==> config.mk <==
export PLATFORM = sky130hd
export DESIGN_NAME = i2c_master_register_interface_core_flat
export DESIGN_NICKNAME = d
export VERILOG_FILES = /design/src/design/i2cm_pkg.sv /design/src/design/i2cm_req_if.sv /design/src/design/i2cm_rsp_if.sv /design/src/design/i2c_master_register_interface_core.sv /design/src/flat_wrapper.sv
export SDC_FILE = /design/constraint.sdc
export NUM_CORES = 1
export LEC_CHECK = 0
export BUFFER_PORTS_ARGS = -buffer_cell sky130_fd_sc_hd__buf_2
export CORE_MARGIN = 2
export CORE_UTILIZATION = 58
export CTS_CLUSTER_SIZE = 12
export DETAILED_ROUTE_END_ITERATION = 10
export PLACE_DENSITY_LB_ADDON = 0.1
export SLEW_MARGIN = 15
export SYNTH_ARGS = -nofsm -noshare
export SYNTH_HDL_FRONTEND = slang
export SYNTH_SLANG_ARGS = --single-unit
==> constraint.sdc <==
create_clock -name clock -period 1.7 [get_ports clock]
set_input_delay 0.085 -clock clock [delete_from_list [all_inputs] [get_ports clock]]
set_output_delay 0.085 -clock clock [all_outputs]
set_load 0.01 [all_outputs]
==> src/design/i2cm_pkg.sv <==
// Shared types and constants for the I2C master register interface.
// Used by the channel interfaces and the core; depends on nothing.
`default_nettype none

package i2cm_pkg;

   localparam int BYTE_W = 8;
   localparam int OP_W   = 3;

   // Control register bit positions.
   localparam int C_ACK = 0;
   localparam int C_STO = 1;
   localparam int C_STA = 2;
   localparam int C_ENI = 3;
   localparam int C_ES2 = 4;
   localparam int C_ES1 = 5;
   localparam int C_ESO = 6;
   localparam int C_PIN = 7;

   // Status register bit positions.
   localparam int S_BBN = 0;
   localparam int S_LRB = 3;
   localparam int S_PIN = 7;

   localparam logic [BYTE_W-1:0] ALL_ONES = 8'hff;

   // Start/stop request field {STA, STO} of a control write.
   localparam logic [1:0] SS_STA  = 2'b10;
   localparam logic [1:0] SS_STO  = 2'b01;
   localparam logic [1:0] SS_BOTH = 2'b11;

   typedef enum logic [OP_W-1:0] {
      OP_NONE      = 3'd0,
      OP_START     = 3'd1,
      OP_STOP      = 3'd2,
      OP_WRITE     = 3'd3,
      OP_READ      = 3'd4,
      OP_STOPSTART = 3'd5
   } op_type;

   typedef enum logic [1:0] {
      MODE_IDLE = 2'd0,
      MODE_STX  = 2'd1,
      MODE_MRX  = 2'd2,
      MODE_MTX  = 2'd3
   } mode_type;

   typedef enum logic [2:0] {
      SEL_NONE,
      SEL_DATA,
      SEL_OWN,
      SEL_CTRL,
      SEL_STAT,
      SEL_CLOCK,
      SEL_VEC
   } sel_type;

endpackage

`default_nettype wire

==> src/design/i2cm_req_if.sv <==
// Request channel: one host register access with the partner's reply.
// Depends on i2cm_pkg for field widths.
`default_nettype none

interface i2cm_req_if;
   logic                         valid;
   logic                         ready;
   logic                         func;
   logic                         a0;
   logic [i2cm_pkg::BYTE_W-1:0]  wdata;
   logic                         partner_ack;
   logic [i2cm_pkg::BYTE_W-1:0]  partner_data;

   modport source (output valid, func, a0, wdata, partner_ack, partner_data,
                   input ready);
   modport sink   (input valid, func, a0, wdata, partner_ack, partner_data,
                   output ready);
endinterface

`default_nettype wire

==> src/design/i2cm_rsp_if.sv <==
// Response channel: read data, issued bus operation and interrupt level.
// Depends on i2cm_pkg for field widths.
`default_nettype none

interface i2cm_rsp_if;
   logic                         valid;
   logic                         ready;
   logic [i2cm_pkg::BYTE_W-1:0]  rdata;
   logic [i2cm_pkg::OP_W-1:0]    i2c_op;
   logic [i2cm_pkg::BYTE_W-1:0]  i2c_byte;
   logic                         i2c_nack;
   logic                         irq;

   modport source (output valid, rdata, i2c_op, i2c_byte, i2c_nack, irq,
                   input ready);
   modport sink   (input valid, rdata, i2c_op, i2c_byte, i2c_nack, irq,
                   output ready);
endinterface

`default_nettype wire

==> src/design/i2c_master_register_interface_core.sv <==
// I2C master register interface core: register decode, bus actions, status.
// Depends on i2cm_pkg, i2cm_req_if and i2cm_rsp_if.
`default_nettype none

// Each request item is one host register access; the block answers each with
// exactly one response item. Items are taken into an input register, decoded
// and applied to the register file in a single pass, and the result lands in
// an output register, and one item is accepted every cycle as long as the
// response side keeps taking items. A stalled response holds the input
// register; req_ch.ready then follows rsp_ch.ready.
module i2c_master_register_interface_core (
   input  wire logic   clock,
   input  wire logic   reset,
   i2cm_req_if.sink    req_ch,
   i2cm_rsp_if.source  rsp_ch
);

   // Input register.
   logic                         in_valid_ff;
   logic                         in_func_ff;
   logic                         in_a0_ff;
   logic [i2cm_pkg::BYTE_W-1:0]  in_wdata_ff;
   logic                         in_ack_ff;
   logic [i2cm_pkg::BYTE_W-1:0]  in_pdata_ff;

   // Architectural state.
   logic [i2cm_pkg::BYTE_W-1:0]  data_ff, data_in;
   logic [i2cm_pkg::BYTE_W-1:0]  own_ff, own_in;
   logic [i2cm_pkg::BYTE_W-1:0]  ctrl_ff, ctrl_in;
   logic [i2cm_pkg::BYTE_W-1:0]  status_ff, status_in;
   logic [i2cm_pkg::BYTE_W-1:0]  clock_reg_ff, clock_reg_in;
   logic [i2cm_pkg::BYTE_W-1:0]  vector_ff, vector_in;
   i2cm_pkg::mode_type           mode_ff, mode_in;
   logic                         repeat_ff, repeat_in;
   logic                         bound_ff, bound_in;

   // Result register.
   logic                         out_valid_ff;
   logic [i2cm_pkg::BYTE_W-1:0]  rdata_ff, rdata_in;
   i2cm_pkg::op_type             op_ff, op_in;
   logic [i2cm_pkg::BYTE_W-1:0]  byte_ff, byte_in;
   logic                         nack_ff, nack_in;
   logic                         irq_ff, irq_in;

   i2cm_pkg::sel_type            sel;
   logic [2:0]                   es;
   logic [1:0]                   ss;
   logic                         start_now;
   logic                         advance;

   assign advance      = in_valid_ff && (!out_valid_ff || rsp_ch.ready);
   assign req_ch.ready = !in_valid_ff || advance;

   assign es = {ctrl_ff[i2cm_pkg::C_ESO], ctrl_ff[i2cm_pkg::C_ES1],
                ctrl_ff[i2cm_pkg::C_ES2]};
   assign ss = {in_wdata_ff[i2cm_pkg::C_STA], in_wdata_ff[i2cm_pkg::C_STO]};

   always_comb begin
      if (in_a0_ff) begin
         sel = (ctrl_ff[i2cm_pkg::C_ESO] && !in_func_ff) ? i2cm_pkg::SEL_STAT
                                                          : i2cm_pkg::SEL_CTRL;
      end else begin
         unique case (es)
            3'b000:                 sel = i2cm_pkg::SEL_OWN;
            3'b001, 3'b101:         sel = i2cm_pkg::SEL_VEC;
            3'b010:                 sel = i2cm_pkg::SEL_CLOCK;
            3'b100, 3'b110, 3'b111: sel = i2cm_pkg::SEL_DATA;
            default:                sel = i2cm_pkg::SEL_NONE;
         endcase
      end
   end

   always_comb begin
      data_in      = data_ff;
      own_in       = own_ff;
      ctrl_in      = ctrl_ff;
      status_in    = status_ff;
      clock_reg_in = clock_reg_ff;
      vector_in    = vector_ff;
      mode_in      = mode_ff;
      repeat_in    = repeat_ff;
      bound_in     = bound_ff;
      rdata_in     = '0;
      op_in        = i2cm_pkg::OP_NONE;
      byte_in      = '0;
      nack_in      = 1'b0;
      start_now    = 1'b0;

      if (in_func_ff) begin
         unique case (sel)
            i2cm_pkg::SEL_DATA: begin
               data_in = in_wdata_ff;
               byte_in = in_wdata_ff;
               if (repeat_ff) begin
                  repeat_in = 1'b0;
                  op_in     = i2cm_pkg::OP_START;
                  start_now = 1'b1;
               end else begin
                  op_in = i2cm_pkg::OP_WRITE;
                  status_in[i2cm_pkg::S_LRB] = !(bound_ff && in_ack_ff);
               end
               status_in[i2cm_pkg::S_PIN] = 1'b0;
            end
            i2cm_pkg::SEL_OWN:   own_in       = in_wdata_ff;
            i2cm_pkg::SEL_CLOCK: clock_reg_in = in_wdata_ff;
            i2cm_pkg::SEL_VEC:   vector_in    = in_wdata_ff;
            i2cm_pkg::SEL_CTRL: begin
               ctrl_in = in_wdata_ff;
               if (in_wdata_ff[i2cm_pkg::C_PIN]) begin
                  status_in = '0;
                  status_in[i2cm_pkg::S_PIN] = 1'b1;
                  status_in[i2cm_pkg::S_BBN] = 1'b1;
                  ctrl_in[i2cm_pkg::C_PIN]   = 1'b0;
               end
               if (mode_ff == i2cm_pkg::MODE_IDLE) begin
                  if (ss == i2cm_pkg::SS_STA) begin
                     op_in     = i2cm_pkg::OP_START;
                     byte_in   = data_ff;
                     start_now = 1'b1;
                  end
               end else if (mode_ff == i2cm_pkg::MODE_MRX ||
                            mode_ff == i2cm_pkg::MODE_MTX) begin
                  priority if (ss == i2cm_pkg::SS_STA) begin
                     // A start while already master only arms a repeated start,
                     // and only in transmit mode.
                     if (mode_ff == i2cm_pkg::MODE_MTX) begin
                        repeat_in = 1'b1;
                        status_in[i2cm_pkg::S_PIN] = 1'b0;
                     end
                  end else if (ss == i2cm_pkg::SS_STO) begin
                     op_in    = i2cm_pkg::OP_STOP;
                     bound_in = 1'b0;
                     mode_in  = i2cm_pkg::MODE_IDLE;
                     status_in[i2cm_pkg::S_PIN] = 1'b1;
                  end else if (ss == i2cm_pkg::SS_BOTH) begin
                     op_in     = i2cm_pkg::OP_STOPSTART;
                     byte_in   = data_ff;
                     bound_in  = 1'b0;
                     mode_in   = i2cm_pkg::MODE_IDLE;
                     start_now = 1'b1;
                  end else begin
                     op_in = i2cm_pkg::OP_NONE;
                  end
               end
            end
            default: ;
         endcase
      end else begin
         unique case (sel)
            i2cm_pkg::SEL_NONE:  rdata_in = i2cm_pkg::ALL_ONES;
            i2cm_pkg::SEL_OWN:   rdata_in = own_ff;
            i2cm_pkg::SEL_CTRL:  rdata_in = ctrl_ff;
            i2cm_pkg::SEL_STAT:  rdata_in = status_ff;
            i2cm_pkg::SEL_CLOCK: rdata_in = clock_reg_ff;
            i2cm_pkg::SEL_VEC:   rdata_in = vector_ff;
            default: begin
               // Return the byte held now, then fetch the next one.
               rdata_in = data_ff;
               op_in    = i2cm_pkg::OP_READ;
               nack_in  = !ctrl_ff[i2cm_pkg::C_ACK];
               if (bound_ff && in_ack_ff) begin
                  status_in[i2cm_pkg::S_LRB] = 1'b0;
                  data_in = in_pdata_ff;
               end else begin
                  status_in[i2cm_pkg::S_LRB] = 1'b1;
                  data_in = i2cm_pkg::ALL_ONES;
               end
               status_in[i2cm_pkg::S_PIN] = 1'b0;
            end
         endcase
      end

      // An acknowledged start binds the partner and enters master mode by the
      // read/write bit of the address byte.
      if (start_now) begin
         if (in_ack_ff) begin
            bound_in = 1'b1;
            mode_in  = data_in[0] ? i2cm_pkg::MODE_MRX : i2cm_pkg::MODE_MTX;
         end else begin
            status_in[i2cm_pkg::S_LRB] = 1'b1;
         end
         status_in[i2cm_pkg::S_PIN] = 1'b0;
      end

      irq_in = !status_in[i2cm_pkg::S_PIN] && ctrl_in[i2cm_pkg::C_ENI];
   end

   always_ff @(posedge clock) begin
      if (reset) begin
         in_valid_ff <= 1'b0;
      end else if (req_ch.ready) begin
         in_valid_ff <= req_ch.valid;
      end
   end

   always_ff @(posedge clock) begin
      if (req_ch.ready && req_ch.valid) begin
         in_func_ff  <= req_ch.func;
         in_a0_ff    <= req_ch.a0;
         in_wdata_ff <= req_ch.wdata;
         in_ack_ff   <= req_ch.partner_ack;
         in_pdata_ff <= req_ch.partner_data;
      end
   end

   always_ff @(posedge clock) begin
      if (reset) begin
         data_ff      <= '0;
         own_ff       <= '0;
         ctrl_ff      <= '0;
         status_ff    <= '0;
         clock_reg_ff <= '0;
         vector_ff    <= '0;
         mode_ff      <= i2cm_pkg::MODE_IDLE;
         repeat_ff    <= 1'b0;
         bound_ff     <= 1'b0;
         out_valid_ff <= 1'b0;
      end else begin
         if (advance) begin
            data_ff      <= data_in;
            own_ff       <= own_in;
            ctrl_ff      <= ctrl_in;
            status_ff    <= status_in;
            clock_reg_ff <= clock_reg_in;
            vector_ff    <= vector_in;
            mode_ff      <= mode_in;
            repeat_ff    <= repeat_in;
            bound_ff     <= bound_in;
            out_valid_ff <= 1'b1;
         end else if (rsp_ch.ready) begin
            out_valid_ff <= 1'b0;
         end
      end
   end

   always_ff @(posedge clock) begin
      if (advance) begin
         rdata_ff <= rdata_in;
         op_ff    <= op_in;
         byte_ff  <= byte_in;
         nack_ff  <= nack_in;
         irq_ff   <= irq_in;
      end
   end

   assign rsp_ch.valid    = out_valid_ff;
   assign rsp_ch.rdata    = rdata_ff;
   assign rsp_ch.i2c_op   = op_ff;
   assign rsp_ch.i2c_byte = byte_ff;
   assign rsp_ch.i2c_nack = nack_ff;
   assign rsp_ch.irq      = irq_ff;

   // Master mode is only ever entered by an acknowledged start, which binds.
   a_master_bound: assert property (@(posedge clock) disable iff (reset)
      mode_ff != i2cm_pkg::MODE_IDLE |-> bound_ff)
      else $error("bus mode is active without a bound partner");

   a_no_slave_tx: assert property (@(posedge clock) disable iff (reset)
      mode_ff != i2cm_pkg::MODE_STX)
      else $error("slave transmit mode was entered");

   a_byte_zero: assert property (@(posedge clock) disable iff (reset)
      out_valid_ff && (op_ff == i2cm_pkg::OP_NONE || op_ff == i2cm_pkg::OP_STOP ||
                       op_ff == i2cm_pkg::OP_READ) |-> byte_ff == '0)
      else $error("bus byte reported for an operation that sends none");

   a_nack_read_only: assert property (@(posedge clock) disable iff (reset)
      out_valid_ff && op_ff != i2cm_pkg::OP_READ |-> !nack_ff)
      else $error("nack reported for an operation other than a read");

   a_write_rdata: assert property (@(posedge clock) disable iff (reset)
      out_valid_ff && op_ff != i2cm_pkg::OP_NONE && op_ff != i2cm_pkg::OP_READ
      |-> rdata_ff == '0)
      else $error("read data nonzero on a write item");

endmodule

`default_nettype wire

==> src/flat_wrapper.sv <==
// flat-port wrapper written by rule: the top's interface ports become plain ports
module i2c_master_register_interface_core_flat 
  (clock, reset, req_ch_valid, req_ch_func, req_ch_a0, req_ch_wdata, req_ch_partner_ack, req_ch_partner_data, req_ch_ready, rsp_ch_valid, rsp_ch_rdata, rsp_ch_i2c_op, rsp_ch_i2c_byte, rsp_ch_i2c_nack, rsp_ch_irq, rsp_ch_ready);
  i2cm_req_if req_ch_i ();
  i2cm_rsp_if rsp_ch_i ();
  input  wire logic clock;
  input  wire logic reset;
  input wire logic [$bits(req_ch_i.valid)-1:0] req_ch_valid;
  input wire logic [$bits(req_ch_i.func)-1:0] req_ch_func;
  input wire logic [$bits(req_ch_i.a0)-1:0] req_ch_a0;
  input wire logic [$bits(req_ch_i.wdata)-1:0] req_ch_wdata;
  input wire logic [$bits(req_ch_i.partner_ack)-1:0] req_ch_partner_ack;
  input wire logic [$bits(req_ch_i.partner_data)-1:0] req_ch_partner_data;
  output wire logic [$bits(req_ch_i.ready)-1:0] req_ch_ready;
  output wire logic [$bits(rsp_ch_i.valid)-1:0] rsp_ch_valid;
  output wire logic [$bits(rsp_ch_i.rdata)-1:0] rsp_ch_rdata;
  output wire logic [$bits(rsp_ch_i.i2c_op)-1:0] rsp_ch_i2c_op;
  output wire logic [$bits(rsp_ch_i.i2c_byte)-1:0] rsp_ch_i2c_byte;
  output wire logic [$bits(rsp_ch_i.i2c_nack)-1:0] rsp_ch_i2c_nack;
  output wire logic [$bits(rsp_ch_i.irq)-1:0] rsp_ch_irq;
  input wire logic [$bits(rsp_ch_i.ready)-1:0] rsp_ch_ready;
  assign req_ch_i.valid = req_ch_valid;
  assign req_ch_i.func = req_ch_func;
  assign req_ch_i.a0 = req_ch_a0;
  assign req_ch_i.wdata = req_ch_wdata;
  assign req_ch_i.partner_ack = req_ch_partner_ack;
  assign req_ch_i.partner_data = req_ch_partner_data;
  assign req_ch_ready = req_ch_i.ready;
  assign rsp_ch_valid = rsp_ch_i.valid;
  assign rsp_ch_rdata = rsp_ch_i.rdata;
  assign rsp_ch_i2c_op = rsp_ch_i.i2c_op;
  assign rsp_ch_i2c_byte = rsp_ch_i.i2c_byte;
  assign rsp_ch_i2c_nack = rsp_ch_i.i2c_nack;
  assign rsp_ch_irq = rsp_ch_i.irq;
  assign rsp_ch_i.ready = rsp_ch_ready;
  i2c_master_register_interface_core u_core (.clock(clock), .reset(reset), .req_ch(req_ch_i), .rsp_ch(rsp_ch_i));
endmodule
==> metrics.txt <==
Clock Sinks between 80 and 90; Layout area overhead 23.12%; Max Transition Viols Final 0; Synth Area in Compound Gates a little under a fifth; critical path required time around 1800 ps; MaxCap Viol Count 0; gr usage total roughly 28%; internal cell power approximately 3.4 mW; clock buffer count from CTS 9; CP Class reg2reg; adder-cell area share of the yosys netlist 0%; static leakage ~1.9 nW; Root Buffer clkbuf_8; switch share between 20% and 30%; final setup violation count 0; placed cell area ~0.0044 mm^2; R2R Path End u_core.rsp_ch.rdata[0]$_SDFFCE_PP0P_; row count 29; largest family of logic cells by synthesized area compound AO/OA/AOI/OAI gates; net switching power 1.026 mW; Tmin final around 1700 ps; TritonCTS clock tree done; die width around 86 um; number of port buffers 45; Synth top area share 30.61%; Period Utilization, post-route approximately 100%; Async S/R FF share, synth 0%; clk_lat worst skew around 360 ps; post-route cell area around 0.0048 mm^2; CP endpoint u_core.rsp_ch.rdata[0]$_SDFFCE_PP0P_; # diodes 0; total number of vias roughly 3300; EDFF count, synth 40; grt ovf 0; Die Area about 0.0074 mm^2; sequential element share of the synthesized area 55.10%; post-DR vias/cell 6.110; Final Hold Viols 0; Combinational Power Share approximately 8.5%; R2R Path Start u_core.ctrl_ff[6]$_SDFFE_PP0P_; Routability Congestion 0.9269; Routed Antenna Nets 0; DRC errors left 0; crit start category register; Post-Synth XOR/XNOR Area 0%; DP Cell Count approximately 500; drt first pass iters 5; Boundary Pins 46; drt total wl 10060 um; multiplexer area fraction after synthesis around 6%; Max-slew headroom between 60% and 70%; pin count of the biggest net entering global routing 26; Syn. warnings 0; first-pass GRT wire length around 16000 um; worst vdd ir 0.7209 mV; layout cell share with drive strength beyond 1 between 20% and 30%; Non-Filler Instances around 540; clock network power share between 30% and 40%; vias in the first global route 3143; Core ar. roughly 0.0065 mm^2; Initial Util 60.75%; Die Ht around 86 um; number of synthesized register bits a little under 90; Least-Margin Pin Slew between 400 and 500 ps; pwr dens 907.7 mW/mm^2; Reg clk slew, reported paths around 90 ps; antenna violations before repair 0; outcome complete, no violations; Mean Syn Cell Area between 10 and 15 um^2; post-synthesis simple-gate area fraction approximately 15%; clk_skew between 10 and 15 ps; origin of the worst setup path u_core.ctrl_ff[6]$_SDFFE_PP0P_; synthesized instance count roughly 370; register share of total power a little over half; synthesized area slightly below 0.004 mm^2; Hold Crit Depth 2; Layout fillers between 400 and 500; Syn Nets 396; Worst Setup End Kind register; Synth Flop Type dfxtp_1; fin nets roughly 480; R2R cell count 4; Crit Path Max Fanout 8; critical path data arrival time 1780 ps; dpl hpwl about 6800 um; HP Class in2reg; most area-consuming cells after synthesis edfxtp_1 31%, dfxtp_1 24%, a21oi_1 5.0%; area leader, netlist edfxtp_1; FMAX roughly 600 MHz; drt wl/cell between 15 and 20 um; H-tree Lvls 3; Distinct cells, synth 59; r2r setup slk 30 ps; DRT iter0 DRCs ~350; CTS Buffer Depth 2
[stage by stage]
step	worst slack, ps	setup TNS [ps]	hold WS, ps	total power [mW]	utilization (%)
finish	26.10	0	142.0	4.385	74.80
global placement	96.67	0	261.8	2.691	67.63
detailed placement	60.94	0	263.1	2.699	67.63
CTS	70.82	0	136.7	4.380	74.37
floorplan	56.68	0	183.9	2.551	-
global route	-11.57	-23.98	161.5	4.508	74.80
[layer usage]
| layer | track usage, % | vias up | part of all wire [%] |
|---|---|---|---|
| met1 | 39.21 | 1532 | 43 |
| met4 | 12.93 | 0 | 2.6 |
| met5 | 0 | - | 0 |
| li1 | - | 1547 | - |
| met3 | 4.571 | 23 | 7.8 |
| met2 | 44.61 | 167 | 47 |
[cell type report]
type                       count  area, um^2  share of cell area (%)
tap                           77       96.34                   1.994
clock buffer                  10       148.9                   3.082
multi-input combinational    250        1602                   33.15
inverter                       5       18.77                  0.3885
timing repair buffer          99       715.7                   14.81
sequential                    88        2163                   44.78
clock inverter                 6       86.33                   1.787
[cell families after synthesis]
logic type	count (synthesis)
muxes	23
buffers and inverters	35
and+or+nand+nor	108
AOI/OAI and AO/OA	119
DFF	88
[synth_stat cells (all sizes together) (3+ instances only)]
cell / n
a211oi: 5
a21oi: 40
a22o: 8
and2: 3
buf: 18
clkbuf: 12
dfxtp: 48
edfxtp: 40
inv: 5
mux2: 4
mux2i: 19
nand2: 14
nand2b: 5
nand3: 19
nand4: 3
nor2: 30
nor2b: 3
nor3: 5
nor4: 4
o211ai: 8
o21ai: 33
o221ai: 3
o22ai: 4
or2: 4
or3: 8
[how the worst min path moves through the flow]
stage                                      start                               end
after CTS                                  reset  u_core.vector_ff[0]$_SDFFE_PP0P_
after detailed placement  req_ch_partner_data[7]   u_core.in_pdata_ff[7]$_DFFE_PP_
final                                      reset    u_core.ctrl_ff[5]$_SDFFE_PP0P_
after global placement           req_ch_wdata[3]   u_core.in_wdata_ff[3]$_DFFE_PP_
after global routing                       reset    u_core.ctrl_ff[5]$_SDFFE_PP0P_
after floorplan                        req_ch_a0         u_core.in_a0_ff$_DFFE_PP_
[placed cells by master, fill, tap and decap left out, types with 3 or more instances in the layout]
cell           netlist  layout
o221ai_1             3       3
dfxtp_1             48      47
or3_1                8       8
nand2_1             14      14
dlygate4sd3_1        0      20
buf_2                9      45
nor3_1               5       5
clkbuf_8             0       9
buf_12               0       3
inv_1                4       4
nand3_1             18      18
a21oi_1             39      39
nor2b_1              3       3
o211ai_1             7       7
a22o_1               8       8
nor2_1              29      29
o21ai_0             32      32
mux2i_1             19      19
o22ai_1              4       4
buf_4                6      30
mux2_2               4       4
edfxtp_1            40      40
a211oi_1             5       4
nand2b_1             5       5
[power groups by stage]
stage | sequential, mW | clock [mW] | combinational [mW]
2_1_floorplan | 2.36 | 0 | 0.194
3_3_place_gp | 2.37 | 0 | 0.322
3_5_place_dp | 2.37 | 0 | 0.327
4_1_cts | 2.32 | 1.69 | 0.362
5_1_grt | 2.33 | 1.77 | 0.403
6_report | 2.33 | 1.68 | 0.375
[what timing repair did]
action,CTS,global route
buffers inserted,0,1
setup endpoints to repair,0,27
hold buffers,20,0
endpoints found under the hold margin,20,0
gates resized for setup,0,5
[registers in the layout, summed over array words and instances (netlist names), 7 cells and up]
name / cells
u_core.clock_reg_ff: 8
u_core.rsp_ch.rdata: 8
u_core.in_wdata_ff: 8
u_core.data_ff: 8
u_core.in_pdata_ff: 8
u_core.own_ff: 8
u_core.rsp_ch.i2c_byte: 8
u_core.ctrl_ff: 7
u_core.vector_ff: 8
[critical path, cell delays in order, from the launching register on]
cell and delay (ps):
dfxtp_1 520, or2_1 360, o2bb2ai_1 110, o21ai_0 300, a211oi_2 130
Power figures use the tool's default switching activity.
